<file path="src/mfbr_pkg.sv">
// Shared types, opcodes, status codes and sizing constants of the MSB-first bit reader.
package mfbr_pkg;

	localparam int STORE_BYTES_DEF = 4096;
	localparam int MAX_FIELD_BITS  = 31;

	localparam int NUM_BANKS  = 8;
	localparam int BANK_SEL_W = 3;
	localparam int WIN_BYTES  = 5;
	localparam int WIN_BITS   = WIN_BYTES * 8;
	localparam int CNT_W      = 5;
	localparam int LEFT_W     = 16;
	localparam int FIELD_W    = 31;

	typedef enum logic [1:0] {
		OP_START = 2'd0,
		OP_PUSH  = 2'd1,
		OP_READ  = 2'd2
	} op_t;

	typedef enum logic [1:0] {
		ST_OK    = 2'd0,
		ST_SHORT = 2'd1,
		ST_FULL  = 2'd2
	} status_t;

	typedef struct packed {
		logic [1:0]       opcode;
		logic [7:0]       byte_in;
		logic [CNT_W-1:0] bit_count;
	} in_t;

	typedef struct packed {
		logic [FIELD_W-1:0] field_value;
		logic [CNT_W-1:0]   bits_returned;
		logic [LEFT_W-1:0]  bits_left;
		logic [1:0]         status;
	} out_t;

endpackage

</file>
<file path="src/mfbr_extract.sv">
// Field extraction: shift the byte window and mask the requested bits, right-aligned.
module mfbr_extract (
	input  logic [mfbr_pkg::WIN_BITS-1:0] window,
	input  logic [2:0]                    bit_off,
	input  logic [mfbr_pkg::CNT_W-1:0]    count,
	output logic [mfbr_pkg::FIELD_W-1:0]  value
);

	import mfbr_pkg::*;

	logic [5:0]          shamt;
	logic [WIN_BITS-1:0] shifted;
	logic [WIN_BITS-1:0] mask;

	always_comb begin
		shamt   = 6'(WIN_BITS) - 6'(bit_off) - 6'(count);
		shifted = window >> shamt;
		mask    = (WIN_BITS'(1) << count) - WIN_BITS'(1);
		value   = FIELD_W'(shifted & mask);
	end

endmodule

</file>
<file path="config.mk">
export PLATFORM = sky130hd
export DESIGN_NAME = mfbr_extract
export DESIGN_NICKNAME = d
export VERILOG_FILES = /design/src/mfbr_pkg.sv /design/src/mfbr_extract.sv
export SDC_FILE = /design/constraint.sdc
export NUM_CORES = 1
export LEC_CHECK = 0
export BUFFER_PORTS_ARGS = -buffer_cell sky130_fd_sc_hd__buf_4
export CORE_MARGIN = 8
export CORE_UTILIZATION = 30
export DETAILED_ROUTE_END_ITERATION = 7
export PLACE_DENSITY = 0.5
export SLEW_MARGIN = 20
export SYNTH_ARGS = -nofsm -noshare
export SYNTH_HDL_FRONTEND = slang
export SYNTH_SLANG_ARGS = --single-unit
</file>
<file path="constraint.sdc">
create_clock -name vclk -period 5.8
set_input_delay 0.58 -clock vclk [all_inputs]
set_output_delay 0.58 -clock vclk [all_outputs]
set_load 0.02 [all_outputs]
</file>
# [Word-level counts from Yosys, hierarchy flattened]
# Index checks and enable logic that the tools add are counted.
[word_totals] ff_bits=0 latch_bits=0 mem_bits_rw=0 rom_bits=0 input_bits=48 out_inout_bits=31 elab_cells=6 mem_count=0
[op_classes] add_sub_neg=3 multipliers=0 div_mod_pow=0 order_cmp=0 n_eq_ne=0 n_shift=2 n_mux=0 n_bitwise=1 reduce_logical=0
[op_table] operator=">> shifter 40 x 6 -> 31 bit" n=1
[op_table] operator="AND 31 bit" n=1
[op_table] operator="<< shifter 1 x 5 -> 31 bit, first input constant" n=1
[op_table] operator="subtractor 31 x 2 -> 31 bit, second input constant" n=1
[op_table] operator="subtractor 6 x 3 -> 6 bit, first input constant" n=1
[op_table] operator="subtractor 6 x 5 -> 6 bit" n=1

# [Logic depth before layout (Yosys ltp)]
# Gate-level depths: netlist of run 1.
[depth] word_depth=4 mapped_depth=13 mapped_depth_nobuf=9

# [Worst setup path after synthesis of run 1]
# Ideal clock, no wire load.
[synth_path] path_type="input-to-output" start="input port count[2] in the netlist's numbering" end="output port value[22] in the netlist's numbering" arrival_ns=3.511 required_ns=5.220 path_slack_ns=1.709 cell_stages=11 path_buffers=4 path_cell_list="clkbuf_1 inv_1 ha_1 fa_1 buf_2 clkinv_1 buf_2 buf_1 a2111oi_1 o21ai_0 a21oi_1"
[synth_via] elab_chain_len=3 elab_cells_between_ends=5 classes_between="add/sub (2); shift (2); bitwise (1)"
[synth_rtl] item="from (decl)" line_no="mfbr_extract.sv:5" rtl="input logic [mfbr_pkg::CNT_W-1:0] count,"
[synth_rtl] item="subtractor 6 x 5 -> 6 bit or << shifter 1 x 5 -> 31 bit (tied branches)" line_no="mfbr_extract.sv:16, mfbr_extract.sv:18"
[synth_rtl] item=">> shifter 40 x 6 -> 31 bit or subtractor 31 x 2 -> 31 bit (tied branches)" line_no="mfbr_extract.sv:17, mfbr_extract.sv:18"
[synth_rtl] item="AND 31 bit (*)" line_no="mfbr_extract.sv:19" rtl="value = FIELD_W'(shifted & mask);"
[synth_rtl] item="to (decl)" line_no="mfbr_extract.sv:6" rtl="output logic [mfbr_pkg::FIELD_W-1:0] value"
# Every way passes the cells marked *; elsewhere a longest branch is shown, timed or not.

# [Worst setup path in the final report of run 1]
[layout_path] start="input port count[1] in the netlist's numbering" end="output port value[19] in the netlist's numbering"
# The elaborated chain is that of the path after synthesis.

==> run_results.csv, run 1 <==
group,metric,value,unit
outcome,run_status,"complete, no violations",
route,wl_per_cell,21.9,microns
worst_setup_path,worstSetupPathDepth,11,
placement,post-place-cells,584,
synth,post_synth_num_cell_types,61,
final_layout,finalNonFillerCells,584,
min_path,hold_depth,3,
timing,max_slew.worst_pin.slew,1110,ps
final_layout,mostFrequentLayoutCells,"84 x buf_4, 43 x mux2i_1, 43 x nand2_1",
global_route,grt_remaining_overflow,0,
worst_setup_path,critical_path.max_stage_delay,1040,ps
power,switching_share,57.5,%
worst_setup_path,timing.setup.critical_path_class,"input port to output pin",
synth,syn-num-nets,456,
floorplan,io-pin-count,79,
worst_setup_path,crit_fanout,44,
route,detail_route.wirelength,12800,microns
worst_setup_path,crit_buf_inv,4,
final_layout,clockBufferCount,0,
timing,hold_slack,1650,ps
route,post-route-drc-count,0,
final_layout,fill_cell_count,1161,
clock_tree,post-cts-setup-buffer-count,0,
final_layout,final_design_area_no_fill,3800,sq um
route,ant_nets,0,
worst_setup_path,cp.arrival,4000,ps
timing,setup_violations,0,
floorplan,initial_core_util,30.2,%
timing,final_critical_path_setup_slack,1220,ps
global_route,grt_pass1_vias,3517,
placement,placedInstanceArea,3800,sq um
timing,grt_setup_unrepaired,"false",
global_route,grt_util_all_layers,17.1,%
route,firstDrtPassIters,5,
worst_setup_path,timing.critical_path.from_type,"input port",
floorplan,chipHeight,120,microns
route,avgViaCountPerCell,6.05,
timing,slew_headroom,26.3,%
timing,timing_hold_violations_final,0,
worst_setup_path,path_delay_family,"adder cells",
timing,final_max_slew_viol_count,0,
power,power_frac_comb,100.0,%
power,vdd.ir_drop.worst,78.3,uV
timing,final.setup.tns,0,ps
global_route,antenna_violations_before_repair,0,
power,pwr_density_cell,210,nW/um^2
min_path,hold_path_class,"input port to output pin",
synth,synthesis.instances,400,
placement,pre_cts_ws,1270,ps
power,leakagePower,1.57,nW
placement,place.detailed.hpwl,10400,microns
final_layout,layout.cells.most_common,"buf_4",
worst_setup_path,timing.critical_path.slowest_stage_cell,"ha_2",
final_layout,regArea,0,sq um
power,seqPwrFrac,0,%
worst_setup_path,worst_ep_required_time,5220,ps
route,routed-via-count,3536,
power,pwr-share-clk,0,%
final_layout,antennaDiodeCount,0,
worst_setup_path,crit_path_cell_trace,"buf_4 > ha_1 > inv_1 > ha_2 > buf_4 > mux4_2 > mux2_2 > mux2i_1 > o32ai_1 > and3_1 > buf_4",
worst_setup_path,timing.critical_path.mode_cell,"buf_4",
worst_setup_path,worst_setup_path_end_kind,"output pin",
floorplan,die-width,120,microns
global_route,grt_start_max_net_pins,45,
floorplan,rows,38,
clock_tree,cts_repair_resize_count,0,
job,cap_violations,0,
synth,synth_seq_area_share,0,%
final_layout,final_layout_size_suffix_gt1_share,33.6,%
global_route,global_route_wire_length_before_repair,20300,microns
floorplan,die_area,14300,sq um
synth,number_of_warnings_printed_during_yosys_synthesis,0,
placement,globalplace.congestion,0.913,
synth,mappedNetlistArea,3220,sq um
power,p_int,0.340,mW
timing,timing.fmax,218,MHz
route,drt-initial-drc-count,340,
final_layout,area_growth_syn_to_layout,18.0,%
final_layout,final_net_count,502,
final_layout,sequential_cell_total,0,
timing,fin_crit_sh,79.0,%
synth,post_synth.cell_area_avg,8.05,sq um
placement,port_buffers,79,
floorplan,core,10700,sq um
timing,final_period_minus_worst_setup_slack,4580,ps
clock_tree,hold_buffers_post_cts,0,
power,p_switching,0.459,mW
[cells in the mapped netlist, types with 2 or more instances]
| library cell | n | area share, % |
|---|---|---|
| o21ai_0 | 14 | 2.2 |
| or2_2 | 6 | 1.2 |
| buf_2 | 10 | 1.6 |
| nand3_1 | 14 | 2.2 |
| o311ai_0 | 2 | 0.54 |
| inv_1 | 10 | 1.2 |
| buf_4 | 2 | 0.47 |
| and3_1 | 6 | 1.2 |
| o22a_1 | 3 | 0.82 |
| nor4_1 | 5 | 0.97 |
| a32oi_1 | 4 | 1.1 |
| a21oi_1 | 23 | 3.6 |
| nand2_1 | 43 | 5.0 |
| xor2_1 | 2 | 0.54 |
| nand2b_1 | 4 | 0.78 |
| o211ai_1 | 5 | 1.2 |
| a2bb2oi_1 | 3 | 0.82 |
| buf_6 | 7 | 2.4 |
| mux2_2 | 24 | 8.4 |
| a22o_1 | 2 | 0.54 |
| a21o_1 | 4 | 0.93 |
| o32ai_1 | 6 | 1.6 |
| o221ai_1 | 3 | 0.82 |
| a311o_1 | 3 | 0.93 |
| o32a_1 | 2 | 0.62 |
| and2_1 | 4 | 0.78 |
| o211a_1 | 2 | 0.62 |
| nor2_1 | 31 | 3.6 |
| a31oi_1 | 4 | 0.78 |
| nor3_1 | 11 | 1.7 |
| o21a_1 | 4 | 0.93 |
| a211oi_1 | 5 | 1.2 |
| o2111ai_1 | 3 | 0.82 |
| a22oi_1 | 4 | 0.93 |
| mux2i_1 | 43 | 13 |
| clkinv_1 | 2 | 0.23 |
| buf_1 | 3 | 0.35 |
| mux4_2 | 28 | 20 |
| o22ai_1 | 2 | 0.39 |
| mux4_1 | 3 | 2.4 |
| ha_1 | 7 | 2.7 |
| o21bai_1 | 2 | 0.47 |
| clkbuf_1 | 17 | 2.0 |
[per-stage QoR]
stage	utilization [%]	total power, mW
after floorplan	-	0.559
after global placement	35.7	0.791
after detailed placement	35.7	0.789
after CTS	35.7	0.793
after global routing	35.7	0.854
final	35.7	0.799
[final cells by class]
type / count / area [sq um] / share of cell area [%]
well taps: 140 / 175 / 4.61
multi-input cells: 347 / 2950 / 77.5
inverters: 13 / 48.8 / 1.28
repair buffers: 84 / 631 / 16.6
[cells by family after synthesis]
logic type,count (synthesis),synth area share (%)
xor+xnor,3,0.816
buf+inv,53,8.94
simple gates,129,18.5
compound gates,108,24.2
fa+ha+maj,8,3.34
mux,99,44.2
[power by group through the flow]
stage                     clock (mW)  combinational (mW)  sequential (mW)
after floorplan                    0               0.559                0
after global placement             0               0.791                0
after detailed placement           0               0.789                0
after CTS                          0               0.793                0
after global routing               0               0.854                0
final                              0               0.799                0
[metal layers]
| layer | vias up | wire length, microns | GRT usage (%) |
|---|---|---|---|
| met2 | 153 | 5820 | 27.8 |
| met3 | 6 | 876 | 1.60 |
| li1 | 1661 | - | - |
| met1 | 1716 | 5990 | 24.8 |
| met4 | 0 | 90 | 1.41 |
| met5 | - | 0 | 0 |
[final timing paths]
kind                      from   endpoint
worst max-delay path  count[1]  value[19]
worst min-delay path  count[4]  value[16]
(Power assumes the default switching activity.)
==> inputs of run 2 (changes only) <==
==> constraint.sdc (replaced) <==
create_clock -name vclk -period 4.35
set_input_delay 0.435 -clock vclk [all_inputs]
set_output_delay 0.435 -clock vclk [all_outputs]
set_load 0.02 [all_outputs]
==> run 2 against run 1 <==
- die area stayed put
- via count is 1.7% higher
- first-iteration DRC count is 12% lower
- power is 37% higher
- routed wire length is 0.66% higher
- critical path depth is 1 lower
- critical path type unchanged
- largest cell class unchanged
- largest power group unchanged
==> run_results.csv, run 2 (synthesis gave the netlist of run 1 again) <==
group,metric,value,unit
worst_setup_path,timing.setup.critical_path_class,"input port to output pin",
min_path,hold_depth,3,
final_layout,regArea,0,sq um
floorplan,initial_core_util,30.2,%
timing,setup_violations,0,
route,detail_route.wirelength,12900,microns
floorplan,io-pin-count,79,
global_route,grt_util_all_layers,17.4,%
route,drt-initial-drc-count,298,
global_route,grt_remaining_overflow,0,
power,seqPwrFrac,0,%
placement,port_buffers,79,
final_layout,layout.cells.most_common,"buf_4",
route,firstDrtPassIters,5,
placement,place.detailed.hpwl,10600,microns
route,routed-via-count,3596,
clock_tree,post-cts-setup-buffer-count,0,
timing,fin_crit_sh,90.7,%
floorplan,die-width,120,microns
timing,timing.fmax,253,MHz
floorplan,rows,38,
timing,final_max_slew_viol_count,0,
timing,grt_setup_unrepaired,"false",
floorplan,chipHeight,120,microns
placement,globalplace.congestion,0.917,
worst_setup_path,worst_setup_path_end_kind,"output pin",
clock_tree,hold_buffers_post_cts,0,
final_layout,mostFrequentLayoutCells,"91 x buf_4, 43 x mux2i_1, 43 x nand2_1",
route,ant_nets,0,
global_route,grt_pass1_vias,3701,
final_layout,antennaDiodeCount,0,
global_route,grt_start_max_net_pins,40,
final_layout,area_growth_syn_to_layout,21.5,%
final_layout,final_net_count,512,
timing,max_slew.worst_pin.slew,721,ps
final_layout,sequential_cell_total,0,
timing,final.setup.tns,0,ps
min_path,hold_path_end,"value[16]",
worst_setup_path,crit_fanout,27,
floorplan,core,10700,sq um
job,cap_violations,0,
power,switching_share,56.4,%
outcome,run_status,"complete, no violations",
final_layout,fin_util,36.7,%
final_layout,final_layout_size_suffix_gt1_share,35.0,%
power,p_switching,0.618,mW
timing,final_period_minus_worst_setup_slack,3950,ps
route,avgViaCountPerCell,6.05,
power,pwr_density_cell,280,nW/um^2
worst_setup_path,worst_ep_required_time,3910,ps
global_route,antenna_violations_before_repair,0,
worst_setup_path,timing.critical_path.from_type,"input port",
route,wl_per_cell,21.7,microns
floorplan,die_area,14300,sq um
placement,placedInstanceArea,3910,sq um
worst_setup_path,cp.arrival,3510,ps
global_route,global_route_wire_length_before_repair,20600,microns
final_layout,final_design_area_no_fill,3910,sq um
timing,timing_hold_violations_final,0,
power,power_frac_comb,100.0,%
power,leakagePower,1.64,nW
route,post-route-drc-count,0,
final_layout,clockBufferCount,0,
power,p_int,0.477,mW
power,vdd.ir_drop.worst,90.9,uV
power,pwr-share-clk,0,%
min_path,hold_path_class,"input port to output pin",
clock_tree,cts_repair_resize_count,0,
timing,slew_headroom,51.8,%
min_path,hold_sp,"count[4]",
==> run 2: layout make-up <==
| cell class | count | area (sq um) |
|---|---|---|
| fill | 1137 | 6740 |
| multi-input combinational | 347 | 2950 |
| timing repair buffer | 94 | 743 |
| tap | 140 | 175 |
| inverter | 13 | 48.8 |
==> run 2: per-layer routing <==
layer,part of all wire (%),routed length [microns],vias to the layer above,global-route usage [%]
met5,0,0,-,0
met4,2.8,354,0,4.29
li1,-,-,1681,-
met1,46,5860,1732,23.5
met3,7.4,951,20,2.91
met2,44,5700,163,28.0
==> run 2: critical path, stage by stage <==
cell	delay, ps
buf_4	180
ha_1	290
inv_1	40
ha_2	780
mux2i_1	280
mux2_4	350
mux4_2	480
o22a_1	210
a21oi_1	250
buf_4	200
==> run 2: stage by stage <==
| stage | setup slack, ps | power (mW) | hold slack [ps] | cells |
|---|---|---|---|---|
| after floorplan | 549 | 0.745 | 1120 | 400 |
| after global placement | 465 | 1.08 | 1350 | 594 |
| after detailed placement | 454 | 1.08 | 1360 | 594 |
| after CTS | 450 | 1.09 | 1360 | 594 |
| after global routing | 307 | 1.17 | 1380 | 594 |
| final | 405 | 1.09 | 1360 | 594 |
==> run 2: worst max-delay path by stage <==
stage	from	to	slack [ps]	depth (start not counted)
floorplan	count[2]	value[22]	550	11
global placement	count[1]	value[6]	460	13
detailed placement	count[1]	value[8]	450	11
CTS	count[1]	value[22]	450	13
global route	count[1]	value[21]	310	10
finish	count[1]	value[1]	400	10
==> run 2: power by group through the flow <==
stage	combinational, mW	clock (mW)	sequential [mW]
3_5_place_dp	1.08	0	0
2_1_floorplan	0.745	0	0
5_1_grt	1.17	0	0
6_report	1.09	0	0
3_3_place_gp	1.08	0	0
4_1_cts	1.09	0	0
==> inputs of run 3 (changes only) <==
--- a/config.mk
+++ b/config.mk
@@ -6,9 +6,10 @@
 export NUM_CORES = 1
 export LEC_CHECK = 0
 export BUFFER_PORTS_ARGS = -buffer_cell sky130_fd_sc_hd__buf_4
-export CORE_MARGIN = 8
+export CORE_MARGIN = 1.5
 export CORE_UTILIZATION = 30
 export DETAILED_ROUTE_END_ITERATION = 7
+export MAX_ROUTING_LAYER = met4
 export PLACE_DENSITY = 0.5
 export SLEW_MARGIN = 20
 export SYNTH_ARGS = -nofsm -noshare
==> run 3 against run 2 <==
- combinational power barely moved
- design area decreased by 0.58%
- final cell count is 0.51% lower
- power fell by 1.0%
- worst hold slack worse by 7.9 ps
- global-route usage grew 4.8 points
- non-clock buffer count increased by 1
- setup slack worse by 11 ps
- via count grew 1.2%
- flip-flop and latch count is the same
- critical path type unchanged
- critical endpoint is now value[6]
- largest power group unchanged
==> run_results.csv, run 3 (synthesis gave the netlist of run 1 again) <==
group,metric,value,unit
outcome,run_status,"complete, no violations",
clock_tree,post-cts-setup-buffer-count,0,
worst_setup_path,timing.critical_path.from_type,"input port",
worst_setup_path,crit_path_cell_trace,"buf_4 > ha_1 > inv_1 > ha_2 > fa_1 > xor2_1 > nor3_1 > a2111oi_1 > buf_4 > a32oi_1 > a31oi_1 > buf_4",
final_layout,fill_cell_count,1131,
final_layout,final_net_count,513,
floorplan,core,10400,sq um
final_layout,finalNonFillerCells,591,
worst_setup_path,critical_path.max_stage_delay,680,ps
global_route,antenna_violations_before_repair,0,
worst_setup_path,worst_setup_path_end_kind,"output pin",
power,pwr_density_cell,279,nW/um^2
final_layout,regArea,0,sq um
min_path,hold_path_end,"value[16]",
timing,timing_hold_violations_final,0,
power,leakagePower,1.63,nW
timing,final_max_slew_viol_count,0,
floorplan,rows,37,
placement,globalplace.congestion,1.01,
min_path,hold_sp,"count[4]",
worst_setup_path,timing.setup.critical_path_class,"input port to output pin",
power,vdd.ir_drop.worst,92.3,uV
final_layout,sequential_cell_total,0,
worst_setup_path,timing.critical_path.mode_cell,"buf_4",
route,detail_route.wirelength,12600,microns
route,routed-via-count,3638,
floorplan,chipHeight,107,microns
global_route,grt_pass1_vias,3418,
timing,timing.fmax,253,MHz
placement,port_buffers,79,
clock_tree,cts_repair_resize_count,0,
worst_setup_path,worst_ep_required_time,3910,ps
clock_tree,hold_buffers_post_cts,0,
final_layout,layout.cells.most_common,"buf_4",
route,avgViaCountPerCell,6.16,
min_path,hold_depth,3,
timing,grt_setup_unrepaired,"false",
global_route,global_route_wire_length_before_repair,19400,microns
global_route,grt_util_all_layers,22.2,%
worst_setup_path,timing.critical_path.slowest_stage_cell,"a2111oi_1",
worst_setup_path,cp.arrival,3520,ps
floorplan,io-pin-count,79,
floorplan,initial_core_util,31.1,%
route,firstDrtPassIters,5,
route,post-route-drc-count,0,
worst_setup_path,crit_fanout,18,
min_path,hold_path_class,"input port to output pin",
floorplan,die-width,107,microns
final_layout,mostFrequentLayoutCells,"94 x buf_4, 43 x mux2i_1, 43 x nand2_1",
route,wl_per_cell,21.3,microns
final_layout,clockBufferCount,0,
global_route,grt_remaining_overflow,0,
placement,post-place-cells,591,
final_layout,fin_util,37.5,%
final_layout,area_growth_syn_to_layout,20.8,%
job,cap_violations,0,
route,ant_nets,0,
route,drt-initial-drc-count,233,
placement,place.detailed.hpwl,10200,microns
timing,max_slew.worst_pin.slew,700,ps
final_layout,final_layout_size_suffix_gt1_share,35.2,%
floorplan,die_area,11400,sq um
timing,fin_crit_sh,90.9,%
power,power_total,1.08,mW
timing,slew_headroom,53.2,%
timing,final_period_minus_worst_setup_slack,3960,ps
global_route,grt_start_max_net_pins,35,
timing,setup_violations,0,
timing,final.setup.tns,0,ps
final_layout,antennaDiodeCount,0,
==> run 3: area by class of cell <==
cell class / count / area [sq um] / share of cell area (%)
timing repair buffer: 95 / 726 / 18.7
inverter: 13 / 48.8 / 1.25
multi-input combinational: 347 / 2950 / 75.7
tap: 136 / 170 / 4.37
==> run 3: worst max path at each step <==
stage / startpoint / to / slack [ps] / cells after the start
CTS: count[1] / value[6] / 500 / 13
global placement: count[1] / value[0] / 530 / 12
finish: count[1] / value[6] / 390 / 12
floorplan: count[2] / value[22] / 550 / 11
global route: count[1] / value[6] / 230 / 12
detailed placement: count[1] / value[21] / 510 / 11
==> run 3: metrics by stage <==
stage	hold WS (ps)	cell area (sq um)	worst slack [ps]
finish	1360	3890	394
global route	1370	3890	232
CTS	1350	3890	501
detailed placement	1350	3890	508
global placement	1350	3890	530
floorplan	1120	3220	549
==> run 3: critical path: cells and delay by family <==
family,cells,cell delay (ps)
buffers and inverters,4,640
adder cells (fa/ha/maj),3,930
AND/OR/NAND/NOR,1,130
AO/OA/AOI/OAI,3,980
XOR/XNOR,1,410
==> run 3: per-layer routing <==
layer  GRT usage [%]  part of all wire, %  up-vias  wire length [microns]
met2            35.6                   47      158                   5840
met4            2.95                  1.8        0                    227
met3            1.58                  5.5       16                    697
li1                -                    -     1692                      -
met1            31.5                   46     1772                   5800
met5               -                    0        -                      0
==> run 3: power by group <==
part / internal, mW / total [mW] / switching [mW]
logic: 0.469 / 1.08 / 0.614
clock network: 0 / 0 / 0
registers: 0 / 0 / 0
total: 0.469 / 1.08 / 0.614
